<file path="src/rtl/dsd_pkg.sv">
// ----------------------------------------------------------------------------
// dsd_pkg: shared types and constants for date_subtract_days
// Field widths, month-length table, month step function and control types.
// ----------------------------------------------------------------------------
package dsd_pkg;

   localparam int MONTH_W         = 4;
   localparam int DAY_W           = 5;
   localparam int YEAR_W          = 7;
   localparam int DAYS_W          = 16;
   localparam int COUNT_WIDTH_DEF = 16;

   localparam logic [MONTH_W-1:0] MONTH_JAN = 4'd1;
   localparam logic [MONTH_W-1:0] MONTH_DEC = 4'd12;
   localparam logic [YEAR_W-1:0]  YEAR_MAX  = 7'd99;

   typedef struct packed {
      logic [MONTH_W-1:0] month;
      logic [DAY_W-1:0]   day;
      logic [YEAR_W-1:0]  year;
   } date_type;

   typedef enum logic [1:0] {
      ST_IDLE,
      ST_WALK,
      ST_LAST
   } state_type;

   typedef struct packed {
      logic load;
      logic step;
      logic finish;
   } dp_ctrl_type;

   typedef struct packed {
      logic more;
   } dp_stat_type;

   // Fixed month lengths, February always 28 days; month 0 reads as 0.
   function automatic logic [DAY_W-1:0] month_len(input logic [MONTH_W-1:0] m);
      logic [DAY_W-1:0] len;
      case (m)
         4'd1:    len = 5'd31;
         4'd2:    len = 5'd28;
         4'd3:    len = 5'd31;
         4'd4:    len = 5'd30;
         4'd5:    len = 5'd31;
         4'd6:    len = 5'd30;
         4'd7:    len = 5'd31;
         4'd8:    len = 5'd31;
         4'd9:    len = 5'd30;
         4'd10:   len = 5'd31;
         4'd11:   len = 5'd30;
         4'd12:   len = 5'd31;
         default: len = 5'd0;
      endcase
      return len;
   endfunction

   // Move to the last day of the previous month.
   function automatic date_type back_one_month(input date_type x);
      date_type r;
      r = x;
      if (x.month <= MONTH_JAN) begin
         r.month = MONTH_DEC;
         r.year  = (x.year == '0) ? YEAR_MAX : x.year - 7'd1;
      end else if (x.month > MONTH_DEC) begin
         r.month = MONTH_DEC;
      end else begin
         r.month = x.month - 4'd1;
      end
      r.day = month_len(r.month);
      return r;
   endfunction

endpackage

</file>
<file path="src/rtl/dsd_ctrl.sv">
// ----------------------------------------------------------------------------
// dsd_ctrl: sequencer for the month walk
// Load, step back one month per cycle while the count exceeds the day, finish.
// ----------------------------------------------------------------------------
module dsd_ctrl
   import dsd_pkg::*;
(
   input  logic        clock,
   input  logic        reset,
   input  logic        req_valid,
   input  logic        rsp_busy,
   input  dp_stat_type stat,
   output logic        req_ready,
   output dp_ctrl_type ctrl
);

   state_type state_ff, state_in;

   always_comb begin
      state_in = state_ff;
      case (state_ff)
         ST_IDLE: begin
            if (req_valid) state_in = ST_WALK;
         end
         ST_WALK: begin
            if (!stat.more) state_in = ST_LAST;
         end
         ST_LAST: begin
            if (!rsp_busy) state_in = ST_IDLE;
         end
         default: state_in = ST_IDLE;
      endcase
   end

   always_comb begin
      req_ready   = 1'b0;
      ctrl        = '0;
      case (state_ff)
         ST_IDLE: begin
            req_ready = 1'b1;
            ctrl.load = req_valid;
         end
         ST_WALK: begin
            ctrl.step = stat.more;
         end
         ST_LAST: begin
            ctrl.finish = !rsp_busy;
         end
         default: begin
            req_ready = 1'b0;
         end
      endcase
   end

   always_ff @(posedge clock) begin
      if (reset) begin
         state_ff <= ST_IDLE;
      end else begin
         state_ff <= state_in;
      end
   end

endmodule

</file>
<file path="config.mk">
export PLATFORM = sky130hd
export DESIGN_NAME = dsd_ctrl
export DESIGN_NICKNAME = d
export VERILOG_FILES = /design/src/rtl/dsd_pkg.sv /design/src/rtl/dsd_ctrl.sv
export SDC_FILE = /design/constraint.sdc
export NUM_CORES = 1
export LEC_CHECK = 0
export BUFFER_PORTS_ARGS = -buffer_cell sky130_fd_sc_hd__buf_2
export CORE_AREA = 10 10 47 49
export CTS_BUF_LIST = sky130_fd_sc_hd__clkbuf_2 sky130_fd_sc_hd__clkbuf_4 sky130_fd_sc_hd__clkbuf_8
export CTS_CLUSTER_DIAMETER = 100
export DETAILED_ROUTE_END_ITERATION = 12
export DIE_AREA = 0 0 57 59
export PLACE_DENSITY = 0.3
export SYNTH_ARGS = -nofsm -noshare
export SYNTH_HDL_FRONTEND = slang
export SYNTH_SLANG_ARGS = --single-unit
</file>
<file path="constraint.sdc">
create_clock -name clock -period 1.7 [get_ports clock]
set_clock_uncertainty 0.1 [all_clocks]
set_input_delay 0.255 -clock clock [delete_from_list [all_inputs] [get_ports clock]]
set_output_delay 0.255 -clock clock [all_outputs]
set_load 0.02 [all_outputs]
</file>
# After elaboration in Yosys (flattened, before gate mapping)
# Index checks and enable logic that the tools add are counted.
[classes]
mux = 8
n_eq_ne = 5
reduce_logical = 3
[ops]
columns = ["operator", "n"]
rows = [
  ["$mux 2", 3],
  ["$ne 2x2->1 const B", 3],
  ["$pmux 2 s3", 1],
  ["$mux 1", 4],
  ["$reduce_and 3->1", 1],
  ["$eq 2x1->1 const B", 1],
  ["$eq 2x2->1 const B", 1],
  ["$logic_not 2->1", 1],
  ["$logic_not 1->1", 1],
]
[word_totals]
out_inout_bits = 4
regBits = 2
in_bits = 5
elab_cells = 17

# Logic depth before layout (Yosys ltp)
[depth]
ltp_word = 3
mapped_depth = 2
mapped_depth_nobuf = 2

# Worst setup path after synthesis
# OpenSTA, ideal clock, no wires.
[synth_timing]
kind = "register to output"
startpoint = "register state_ff[1]"
endpoint = "output ctrl[2] (netlist bit)"
path_buffers = 0
path_slack_ps = 399
path_stages_with_launch = 3
arrival_ps = 946
path_cell_list = "dfxtp_1 -> nor2_1 -> and2_1"
[synth_rtl]
columns = ["item", "line", "text"]
rows = [
  ["start, declared", "dsd_ctrl.sv:17", "state_type state_ff, state_in;"],
  ["start signal, assigned", "dsd_ctrl.sv:59", "state_ff <= state_in;"],
  ["end, declared", "dsd_ctrl.sv:14", "output dp_ctrl_type ctrl"],
]

==> impl_metrics.env <==
export IMPL_cellLeakagePower_nw=0.08273
export IMPL_globalRouteOverflowTotal=0
export IMPL_fill_cell_total_of_the_finished_layout=165
export IMPL_post_drt_wl_per_cell_um=8.974
export IMPL_cts_path_max_buffers=2
export IMPL_firstDrtPassIters=1
export IMPL_drc=0
export IMPL_largest_register="state_ff"
export IMPL_yosysWarnings=0
export IMPL_routed_via_count=133
export IMPL_cts_tree="built"
export IMPL_worstPathBufferInverterCount=1
export IMPL_worst_setup_path_startpoint="state_ff[1]"
export IMPL_timing_hold_ws_ps=109.1
export IMPL_diodes=0
export IMPL_critical_path_reg2reg_startpoint="state_ff[0]"
export IMPL_synth_top_cell_by_area="sky130_fd_sc_hd__dfxtp_1"
export IMPL_finalSetupTns_ps=0
export IMPL_path_depth=2
export IMPL_mappedNetlistNets=17
export IMPL_htree_levels=1
export IMPL_max_vdd_ir_drop_mv=0.3389
export IMPL_die_outline_height_um=59
export IMPL_die_area_mm2=0.003363
export IMPL_multi_input_area_um2=63.81
export IMPL_area_growth_syn_to_layout_pct=79.52
export IMPL_drive_gt1_share_pct=52.17
export IMPL_gp_routability_congestion=0.6159
export IMPL_grt_start_max_net_pins=7
export IMPL_layout_nets=30
export IMPL_critPathMaxStageDelay_ps=390
export IMPL_grt_pass1_wl_um=558
export IMPL_run_status="finished, final reports clean"
export IMPL_synth_seq_cells=2
export IMPL_routed_wirelength_um=350
export IMPL_die_extent_in_x_um=57
export IMPL_kind_of_cell_adding_the_most_delay_to_the_critical_path="flip-flops"
export IMPL_placeableCoreArea_mm2=0.001401
export IMPL_grt_use_total_pct=2.327
export IMPL_clkLatencyLatePin_ps=220
export IMPL_synth_distinct_cells=10
export IMPL_tritoncts_num_sinks=2
export IMPL_cp_max_fo=6
export IMPL_timing_critical_path_required_ps=1340
export IMPL_pwr_density_cell_mw_per_mm2=1021
export IMPL_timing_worst_setup_path_type="reg -> out"
export IMPL_worst_case_reg_to_reg_path_depth=2
export IMPL_postCtsSetupBuffers=0
export IMPL_ioPinCount=9
export IMPL_hold_violations=0
export IMPL_synthDominantCellAreaShare_pct=38.55
export IMPL_worstHoldPathType="in -> reg"
export IMPL_cpMaxStageDelayCell="sky130_fd_sc_hd__dfxtp_1"
export IMPL_post_route_period_util_pct=80.62
export IMPL_worst_slew_pin_slew_ps=200.5
export IMPL_r2r_end="state_ff[1]"
export IMPL_max_freq_ghz=0.7296
export IMPL_portBuffers=8
export IMPL_first_global_vias=167
export IMPL_largest_register_ffs=2
export IMPL_report_final_setup_viol=0
export IMPL_holdBufCountCts=0
export IMPL_regToRegSetupSlack_ps=660
export IMPL_syn_area_um2=103.9
export IMPL_post_synth_cell_area_avg_um2=8.654
export IMPL_arrival_ps=1020
export IMPL_grt_setup_unrepaired="false"
export IMPL_clock_root_buffer="sky130_fd_sc_hd__clkbuf_4"
export IMPL_seqCellArea_um2=40.04
export IMPL_syn_inst=12
export IMPL_endpoint="ctrl[0]"
export IMPL_timing_critical_path_to_type="output pin"
export IMPL_clkSlewWorstSetupHoldPaths_ps=30
export IMPL_synthTopCellsByArea="sky130_fd_sc_hd__dfxtp_1 39%, sky130_fd_sc_hd__a21oi_2 8.4%, sky130_fd_sc_hd__or3b_1 8.4%"
export IMPL_post_route_worst_setup_slack_ps=329.4
export IMPL_initial_core_util_pct=7.411
export IMPL_reg_largest_list="state_ff x2"
export IMPL_numCtsBuffers=3
export IMPL_drt_first_iter_violations=0
export IMPL_detail_route_antenna_nets=0
export IMPL_synth_seq_area_share_pct=38.55
export IMPL_crit_path_time_final_ps=1371
export IMPL_avgViaCountPerCell=3.410
export IMPL_antenna_found_initial=0
export IMPL_rows=14
export IMPL_final_max_slew_viol_count=0
export IMPL_worst_setup_slack_after_placement_ps=560.1
export IMPL_maxCapViolCount=0
export IMPL_worst_setup_path_start_kind="flop"
export IMPL_cts_repair_resize_count=0
export IMPL_slew_headroom_pct=86.56
export IMPL_chain_of_cells_forming_the_critical_path="nor3b_1, buf_2"
-- worst min-delay path by stage --
stage | start | end | slack [ps] | depth (start not counted)
3_3_place_gp | reset | state_ff[1] | 340 | 2
5_1_grt | reset | state_ff[1] | 120 | 2
3_5_place_dp | reset | state_ff[1] | 340 | 2
6_report | reset | state_ff[1] | 110 | 2
4_1_cts | reset | state_ff[1] | 100 | 2
2_1_floorplan | reset | state_ff[1] | 220 | 1
-- cells by family (layout without fill, tap and decap cells) --
| kind of cell | after synthesis | count (layout) | synth area share (%) |
|---|---|---|---|
| compound gates | 2 | 2 | 15.67 |
| buf+inv | 0 | 11 | 0 |
| flops | 2 | 2 | 38.56 |
| simple gates | 8 | 8 | 45.80 |
-- placed cells by master (no fill, tap or decap) --
cell type                  n
sky130_fd_sc_hd__a211oi_1  1
sky130_fd_sc_hd__a21oi_2   1
sky130_fd_sc_hd__and2_1    1
sky130_fd_sc_hd__buf_2     8
sky130_fd_sc_hd__clkbuf_4  3
sky130_fd_sc_hd__dfxtp_1   2
sky130_fd_sc_hd__nand2_1   1
sky130_fd_sc_hd__nand2b_1  1
sky130_fd_sc_hd__nand3b_1  1
sky130_fd_sc_hd__nor2_1    2
sky130_fd_sc_hd__nor3b_1   1
sky130_fd_sc_hd__or3b_1    1
-- through the flow --
stage          total power, mW  instances  cell area (um2)  utilization [%]
6_report                0.1904         39            186.4            13.30
5_1_grt                 0.2028         39            186.4            13.30
4_1_cts                 0.2001         39            186.4            13.30
3_5_place_dp           0.08642         36            163.9            11.70
3_3_place_gp           0.08671         36            163.9            11.70
2_1_floorplan          0.07197         12            103.9                -
-- synth_stat cells --
master	number
sky130_fd_sc_hd__dfxtp_1	2
sky130_fd_sc_hd__nor2_1	2
sky130_fd_sc_hd__a211oi_1	1
sky130_fd_sc_hd__a21oi_2	1
sky130_fd_sc_hd__and2_1	1
sky130_fd_sc_hd__nand2_1	1
sky130_fd_sc_hd__nand2b_1	1
sky130_fd_sc_hd__nand3b_1	1
sky130_fd_sc_hd__nor3b_1	1
sky130_fd_sc_hd__or3b_1	1
-- report_power, final --
| group | leakage [nW] | internal [mW] | switching, mW |
|---|---|---|---|
| Combinational | 0.0525 | 0.0137 | 0.0179 |
| Clock | 0.0138 | 0.0779 | 0.0271 |
| Sequential | 0.0164 | 0.0503 | 0.00349 |
-- cell type report --
cell class | count | area share [%]
Multi-Input combinational cell | 10 | 34.23
Sequential cell | 2 | 21.48
Timing Repair Buffer | 8 | 21.48
Clock buffer | 3 | 12.08
Tap cell | 16 | 10.74
-- layer usage --
metal | wire, um | global-route usage (%)
met5 | 0 | 0
met2 | 163 | 3.101
met3 | 68 | 2.146
met1 | 118 | 1.413
met4 | 0 | 4.027
(Power assumes the default switching activity.)
