==> src/rtl/dsd_pkg.sv <==
// ----------------------------------------------------------------------------
// dsd_pkg: shared types and constants for date_subtract_days
// Field widths, month-length table, month step function and control types.
// ----------------------------------------------------------------------------
package dsd_pkg;

   localparam int MONTH_W         = 4;
   localparam int DAY_W           = 5;
   localparam int YEAR_W          = 7;
   localparam int DAYS_W          = 16;
   localparam int COUNT_WIDTH_DEF = 16;

   localparam logic [MONTH_W-1:0] MONTH_JAN = 4'd1;
   localparam logic [MONTH_W-1:0] MONTH_DEC = 4'd12;
   localparam logic [YEAR_W-1:0]  YEAR_MAX  = 7'd99;

   typedef struct packed {
      logic [MONTH_W-1:0] month;
      logic [DAY_W-1:0]   day;
      logic [YEAR_W-1:0]  year;
   } date_type;

   typedef enum logic [1:0] {
      ST_IDLE,
      ST_WALK,
      ST_LAST
   } state_type;

   typedef struct packed {
      logic load;
      logic step;
      logic finish;
   } dp_ctrl_type;

   typedef struct packed {
      logic more;
   } dp_stat_type;

   // Fixed month lengths, February always 28 days; month 0 reads as 0.
   function automatic logic [DAY_W-1:0] month_len(input logic [MONTH_W-1:0] m);
      logic [DAY_W-1:0] len;
      case (m)
         4'd1:    len = 5'd31;
         4'd2:    len = 5'd28;
         4'd3:    len = 5'd31;
         4'd4:    len = 5'd30;
         4'd5:    len = 5'd31;
         4'd6:    len = 5'd30;
         4'd7:    len = 5'd31;
         4'd8:    len = 5'd31;
         4'd9:    len = 5'd30;
         4'd10:   len = 5'd31;
         4'd11:   len = 5'd30;
         4'd12:   len = 5'd31;
         default: len = 5'd0;
      endcase
      return len;
   endfunction

   // Move to the last day of the previous month.
   function automatic date_type back_one_month(input date_type x);
      date_type r;
      r = x;
      if (x.month <= MONTH_JAN) begin
         r.month = MONTH_DEC;
         r.year  = (x.year == '0) ? YEAR_MAX : x.year - 7'd1;
      end else if (x.month > MONTH_DEC) begin
         r.month = MONTH_DEC;
      end else begin
         r.month = x.month - 4'd1;
      end
      r.day = month_len(r.month);
      return r;
   endfunction

endpackage

==> src/rtl/dsd_datapath.sv <==
// ----------------------------------------------------------------------------
// dsd_datapath: working date, remaining count and shared subtractor
// One subtractor serves both the month test and the final day subtract.
// ----------------------------------------------------------------------------
module dsd_datapath
   import dsd_pkg::*;
#(
   parameter int COUNT_WIDTH = COUNT_WIDTH_DEF
) (
   input  logic              clock,
   input  logic              reset,
   input  dp_ctrl_type       ctrl,
   input  date_type          load_date,
   input  logic [DAYS_W-1:0] load_days,
   output dp_stat_type       stat,
   output date_type          fin_date
);

   localparam int SUB_W = ((COUNT_WIDTH > DAY_W) ? COUNT_WIDTH : DAY_W) + 1;

   date_type               date_ff, date_in;
   logic [COUNT_WIDTH-1:0] left_ff, left_in;
   logic [SUB_W-1:0]       diff;
   logic [DAY_W-1:0]       day_rem;
   date_type               rem_date;

   // left - day; positive means the walk goes back another month
   assign diff      = SUB_W'(left_ff) - SUB_W'(date_ff.day);
   assign stat.more = !diff[SUB_W-1] && (diff != '0);

   // day >= left here, so day - left fits the day field
   assign day_rem = DAY_W'(SUB_W'(0) - diff);

   always_comb begin
      rem_date     = date_ff;
      rem_date.day = day_rem;
      fin_date     = (day_rem == '0) ? back_one_month(rem_date) : rem_date;
   end

   always_comb begin
      date_in = date_ff;
      left_in = left_ff;
      if (ctrl.load) begin
         date_in = load_date;
         left_in = COUNT_WIDTH'(load_days);
      end else if (ctrl.step) begin
         date_in = back_one_month(date_ff);
         left_in = COUNT_WIDTH'(diff);
      end
   end

   always_ff @(posedge clock) begin
      date_ff <= date_in;
      left_ff <= left_in;
   end

   // A step from a finish day of zero leaves the count as it is.
   a_left_shrinks: assert property (@(posedge clock) disable iff (reset)
      ctrl.step |=> left_ff <= $past(left_ff))
      else $error("remaining count grew on a month step");

   a_step_month_valid: assert property (@(posedge clock) disable iff (reset)
      ctrl.step |=> (date_ff.month >= MONTH_JAN && date_ff.month <= MONTH_DEC))
      else $error("month out of range after a month step");

   a_final_day_nonzero: assert property (@(posedge clock) disable iff (reset)
      ctrl.finish |-> fin_date.day != '0)
      else $error("final day is zero");

endmodule

==> config.mk <==
export PLATFORM = sky130hd
export DESIGN_NAME = dsd_datapath
export DESIGN_NICKNAME = d
export VERILOG_FILES = /design/src/rtl/dsd_pkg.sv /design/src/rtl/dsd_datapath.sv
export SDC_FILE = /design/constraint.sdc
export NUM_CORES = 1
export LEC_CHECK = 0
export BUFFER_PORTS_ARGS = -buffer_cell sky130_fd_sc_hd__buf_2
export CORE_MARGIN = 5
export CORE_UTILIZATION = 60
export CTS_CLUSTER_SIZE = 40
export DETAILED_ROUTE_END_ITERATION = 7
export PLACE_DENSITY = 0.88
export REMOVE_ABC_BUFFERS = 1
export SETUP_SLACK_MARGIN = 0.02
export SLEW_MARGIN = 20
export SYNTH_ARGS = -nofsm -noshare
export SYNTH_HDL_FRONTEND = slang
export SYNTH_SLANG_ARGS = --single-unit
export TNS_END_PERCENT = 1
==> constraint.sdc <==
create_clock -name clock -period 6.67 [get_ports clock]
set_input_delay 0.667 -clock clock [delete_from_list [all_inputs] [get_ports clock]]
set_output_delay 0.667 -clock clock [all_outputs]
set_load 0.01 [all_outputs]
# Word level (Yosys, flattened, before mapping)
# Memories as Yosys holds them, arrays and structs flattened.
# Index checks and enable logic that the tools add are counted.
op_classes:
  magnitude_cmp: 2
  mux: 11
  reduce_logical: 6
  addsub: 4
ops:
  columns: ["op", "count"]
  rows:
  - ["two-way mux 16 bit", 5]
  - ["nonzero test 17 bit", 1]
  - ["subtractor 16 x 5 -> 17 bit", 1]
  - ["two-way mux 4 bit", 4]
  - ["two-way mux 7 bit", 2]
  - ["zero test 7 bit", 1]
  - ["subtractor 7 x 1 -> 7 bit (second input constant)", 1]
  - ["zero test 5 bit", 1]
  - ["subtractor 1 x 5 -> 5 bit (first input constant)", 1]
  - ["greater-than comparator 4 bit (second input constant)", 1]
  - ["less-or-equal comparator 4 x 1 -> 1 bit (second input constant)", 1]
  - ["subtractor 4 x 1 -> 4 bit (second input constant)", 1]
  - ["nonzero test 2 bit", 1]
  - ["logical AND 1 bit", 1]
  - ["zero test 1 bit", 1]
totals:
  output_inout_bits: 17
  ff_bits: 32
  n_memories: 2
  mem_bits_ro: 160
memory_table:
  columns: ["memory", "depth", "width", "read_ports", "rd_ports_with_merged_regs", "write_ports", "line_no", "rtl"]
  rows:
  - ["(name not given)", 16, 5, 1, 0, 0, "dsd_pkg.sv:42", "case (m)"]
  - ["(name not given)", 16, 5, 1, 0, 0, "dsd_pkg.sv:42", null]

# Logic depth before layout (Yosys ltp)
# An unclocked memory read counts as a cell.
logic_depth:
  ltp_word: 8
  depth_mapped: 12
  depth_no_buf: 11

# Least setup slack after synthesis
# Ideal clock, no wire load.
synth_path:
  path_type: "flip-flop to output port"
  start: "reg left_ff[0]"
  end: "out fin_date[15] in the netlist's numbering"
  slack_ns: 3.489
  path_stages_with_launch: 13
  t_required_ns: 6.003
  path_buffers: 2
  arrival_ns: 2.514
  path_cell_list: "edfxtp_1 -> inv_1 -> ha_1 -> inv_1 -> fa_1 -> a211oi_2 -> or2_1 -> buf_4 -> nand4_4 -> o31ai_4 -> o21ai_2 -> buf_6 -> mux2i_1"
synth_rtl:
  columns: ["element", "line_no", "rtl"]
  rows:
  - ["from (decl)", "dsd_datapath.sv:22", "logic [COUNT_WIDTH-1:0] left_ff, left_in;"]
  - ["from (signal assigned)", "dsd_datapath.sv:54", "left_ff <= left_in;"]
  - ["to (decl)", "dsd_datapath.sv:16", "output date_type fin_date"]

==> metrics <==
num rows=24; clock period minus worst slack=4.143 ns; Max Cap Viol=0; pin count of the biggest net entering global routing=44; switching share of total power=0.4246; via density per instance=6.095; antenna cells=0; relative slew slack=0.4725; PwrDens=290.5 nW/um^2; Worst-path clk slew=0.07 ns; worst path arrival time=3.48 ns; clock share of power=0.166; Design Area, Final=3038 sq um; Post-DRT Antenna Nets=0; measured slew at the worst slew-check pin=0.7913 ns; Syn Area/Cell=8.924 sq um; Post-synth top flop=edfxtp_1; Remaining DRCs=0; drt first pass iters=5; Crit Path Class=flip-flop to primary output; final count of pins violating max slew=0; # Post-CTS Setup Buffers=0; Startpoint Class=flip-flop; Cell Area, Synth=2704 sq um; share of layout cells above drive strength 1=0.2161; Final Hold Viols=0; vias in the first global route=2304; CTS Buf Count=5; quantity of gates resized following cts=0; Clock Sinks=32; fillers=369; synth unique cells=60; first-pass GRT wire length=10.77 mm; Core ar.=4354 sq um; Fmax=241.4 MHz; Fin Setup TNS=0 ns; leakage=0.001267 uW; I/O pin count=54; worst hold path class=input pin to flip-flop; clock tree buffer depth=2; Internal Power=507.8 uW; final setup fails=0; PortBufs=51; Synth Warn #=0; Period Utilization, post-route=0.6211; skew final=0.003169 ns; VDD IR max=0.1669 mV; most frequent cells in the layout=buf_2, nand2_1, edfxtp_1; initial drt markers=146; Critical Path Sink Type=primary output; Die Area=5949 sq um; DRT Wirelength=6.334 mm; Gate power share=0.496; total power=882.6 uW; Hold WS=0.6382 ns; root buf cell=clkbuf_8; number of vias in the routed layout=2432; Routed WL per cell=15.87 um; DP Area=2955 sq um; Crit Path Max Fanout=13; unrepaired setup endpoints after global routing=no; asr flop ratio synth=0; Starting Density=0.6210; cell count after synthesis=303; Die X=77.13 um; most common cell after layout, fill and taps aside=buf_2; r2r setup slk=3.71 ns; gr usage total=0.2191; Sw Pwr=374.8 uW; Area growth syn-to-layout=12.36%; Flop pwr share=0.338; H-tree depth=2; TritonCTS clock tree=done; register area share after synthesis=0.3554; required time worst endpoint=6.00 ns; Detail Placement HPWL=4.593 mm; register bit count reported by yosys=32; placer congestion estimate=0.9154; worst-skew pair later-pin latency=0.29 ns; status=finished clean; number of enable flip-flop cells after synthesis=32; total grt overflow=0; chip height=77.13 um; fin nets=396; # hold bufs at CTS=0; initial antenna violation count=0
cell families (layout without fill, tap and decap cells):
family          count (synthesis)  count (layout)  share of synthesized area
simple gates                  111             111                     0.2110
flops                          32              32                     0.3554
xor+xnor                       18              18                    0.05831
compound gates                 84              84                     0.2217
fa+ha+maj                      13              13                    0.06293
buf+inv                        36              80                    0.05460
mux                             9               9                    0.03609
worst max-delay path, cell delays in order (launching register included):
cell and delay [ns]:
edfxtp_1 0.37, inv_1 0.08, ha_1 0.13, inv_1 0.05, fa_1 0.44, a211oi_2 0.32, or2_1 0.32, a221o_1 0.25
o31ai_4 0.12, o21ai_2 0.56, mux2_2 0.41, buf_2 0.14
power groups by stage:
stage	Clock (uW)	Sequential (uW)	Combinational [uW]
CTS	148	298	435
global route	162	303	484
global placement	0	299	418
finish	146	299	438
detailed placement	0	302	432
floorplan	0	291	316
metrics by stage:
step / utilization / worst slack, ns / instances
floorplan: - / 3.336 / 288
global placement: 0.6787 / 2.926 / 391
detailed placement: 0.6787 / 2.854 / 391
CTS: 0.6977 / 2.533 / 399
global route: 0.6977 / 2.314 / 399
finish: 0.6977 / 2.527 / 399
flip-flops by register name (all words and copies together), names as in the netlist:
| name | cells |
|---|---|
| date_ff | 16 |
| left_ff | 16 |
synthesized netlist by cell type, drive strengths merged, types with 3 or more instances:
library cell	count	area share
a21oi	7	0.013
nand2	39	0.054
xnor2	12	0.039
o2bb2ai	3	0.0097
o31ai	4	0.016
a2bb2oi	6	0.019
clkbuf	12	0.017
a21o	7	0.019
nor4	3	0.0069
mux2	6	0.025
o21ai	24	0.046
a31oi	3	0.0069
mux2i	3	0.011
nand4	6	0.019
or2	4	0.0093
nand3	11	0.020
or3	4	0.011
nor3	9	0.022
o211ai	7	0.019
o21bai	3	0.0083
xor2	6	0.019
ha	12	0.056
nor2	21	0.029
a211oi	4	0.013
inv	21	0.029
edfxtp	32	0.36
buf	3	0.0088
final timing paths:
check / start / end / depth (start not counted)
max reg2reg: left_ff[0]$_DFFE_PP_ / left_ff[10]$_DFFE_PP_ / 10
min reg2reg: left_ff[12]$_DFFE_PP_ / left_ff[12]$_DFFE_PP_ / 2
max: left_ff[0]$_DFFE_PP_ / fin_date[7] / 11
min: load_date[0] / date_ff[0]$_DFFE_PP_ / 3
layout make-up:
type,instances,area [sq um],area share
multi-input combinational,235,1595,0.5251
inverter,21,78.83,0.02595
tap,52,65.06,0.02142
clock inverter,3,13.76,0.004530
timing repair buffer,51,255.2,0.08402
clock buffer,5,68.82,0.02265
sequential,32,960.9,0.3163
per-layer routing:
layer / vias to the layer above / track usage / wire, um
li1: 1206 / - / -
met1: 1131 / 0.2738 / 2722
met2: 88 / 0.3788 / 3146
met3: 7 / 0.04918 / 397
met4: 0 / 0.05670 / 68
met5: - / 0 / 0
(Power assumes the default switching activity.)
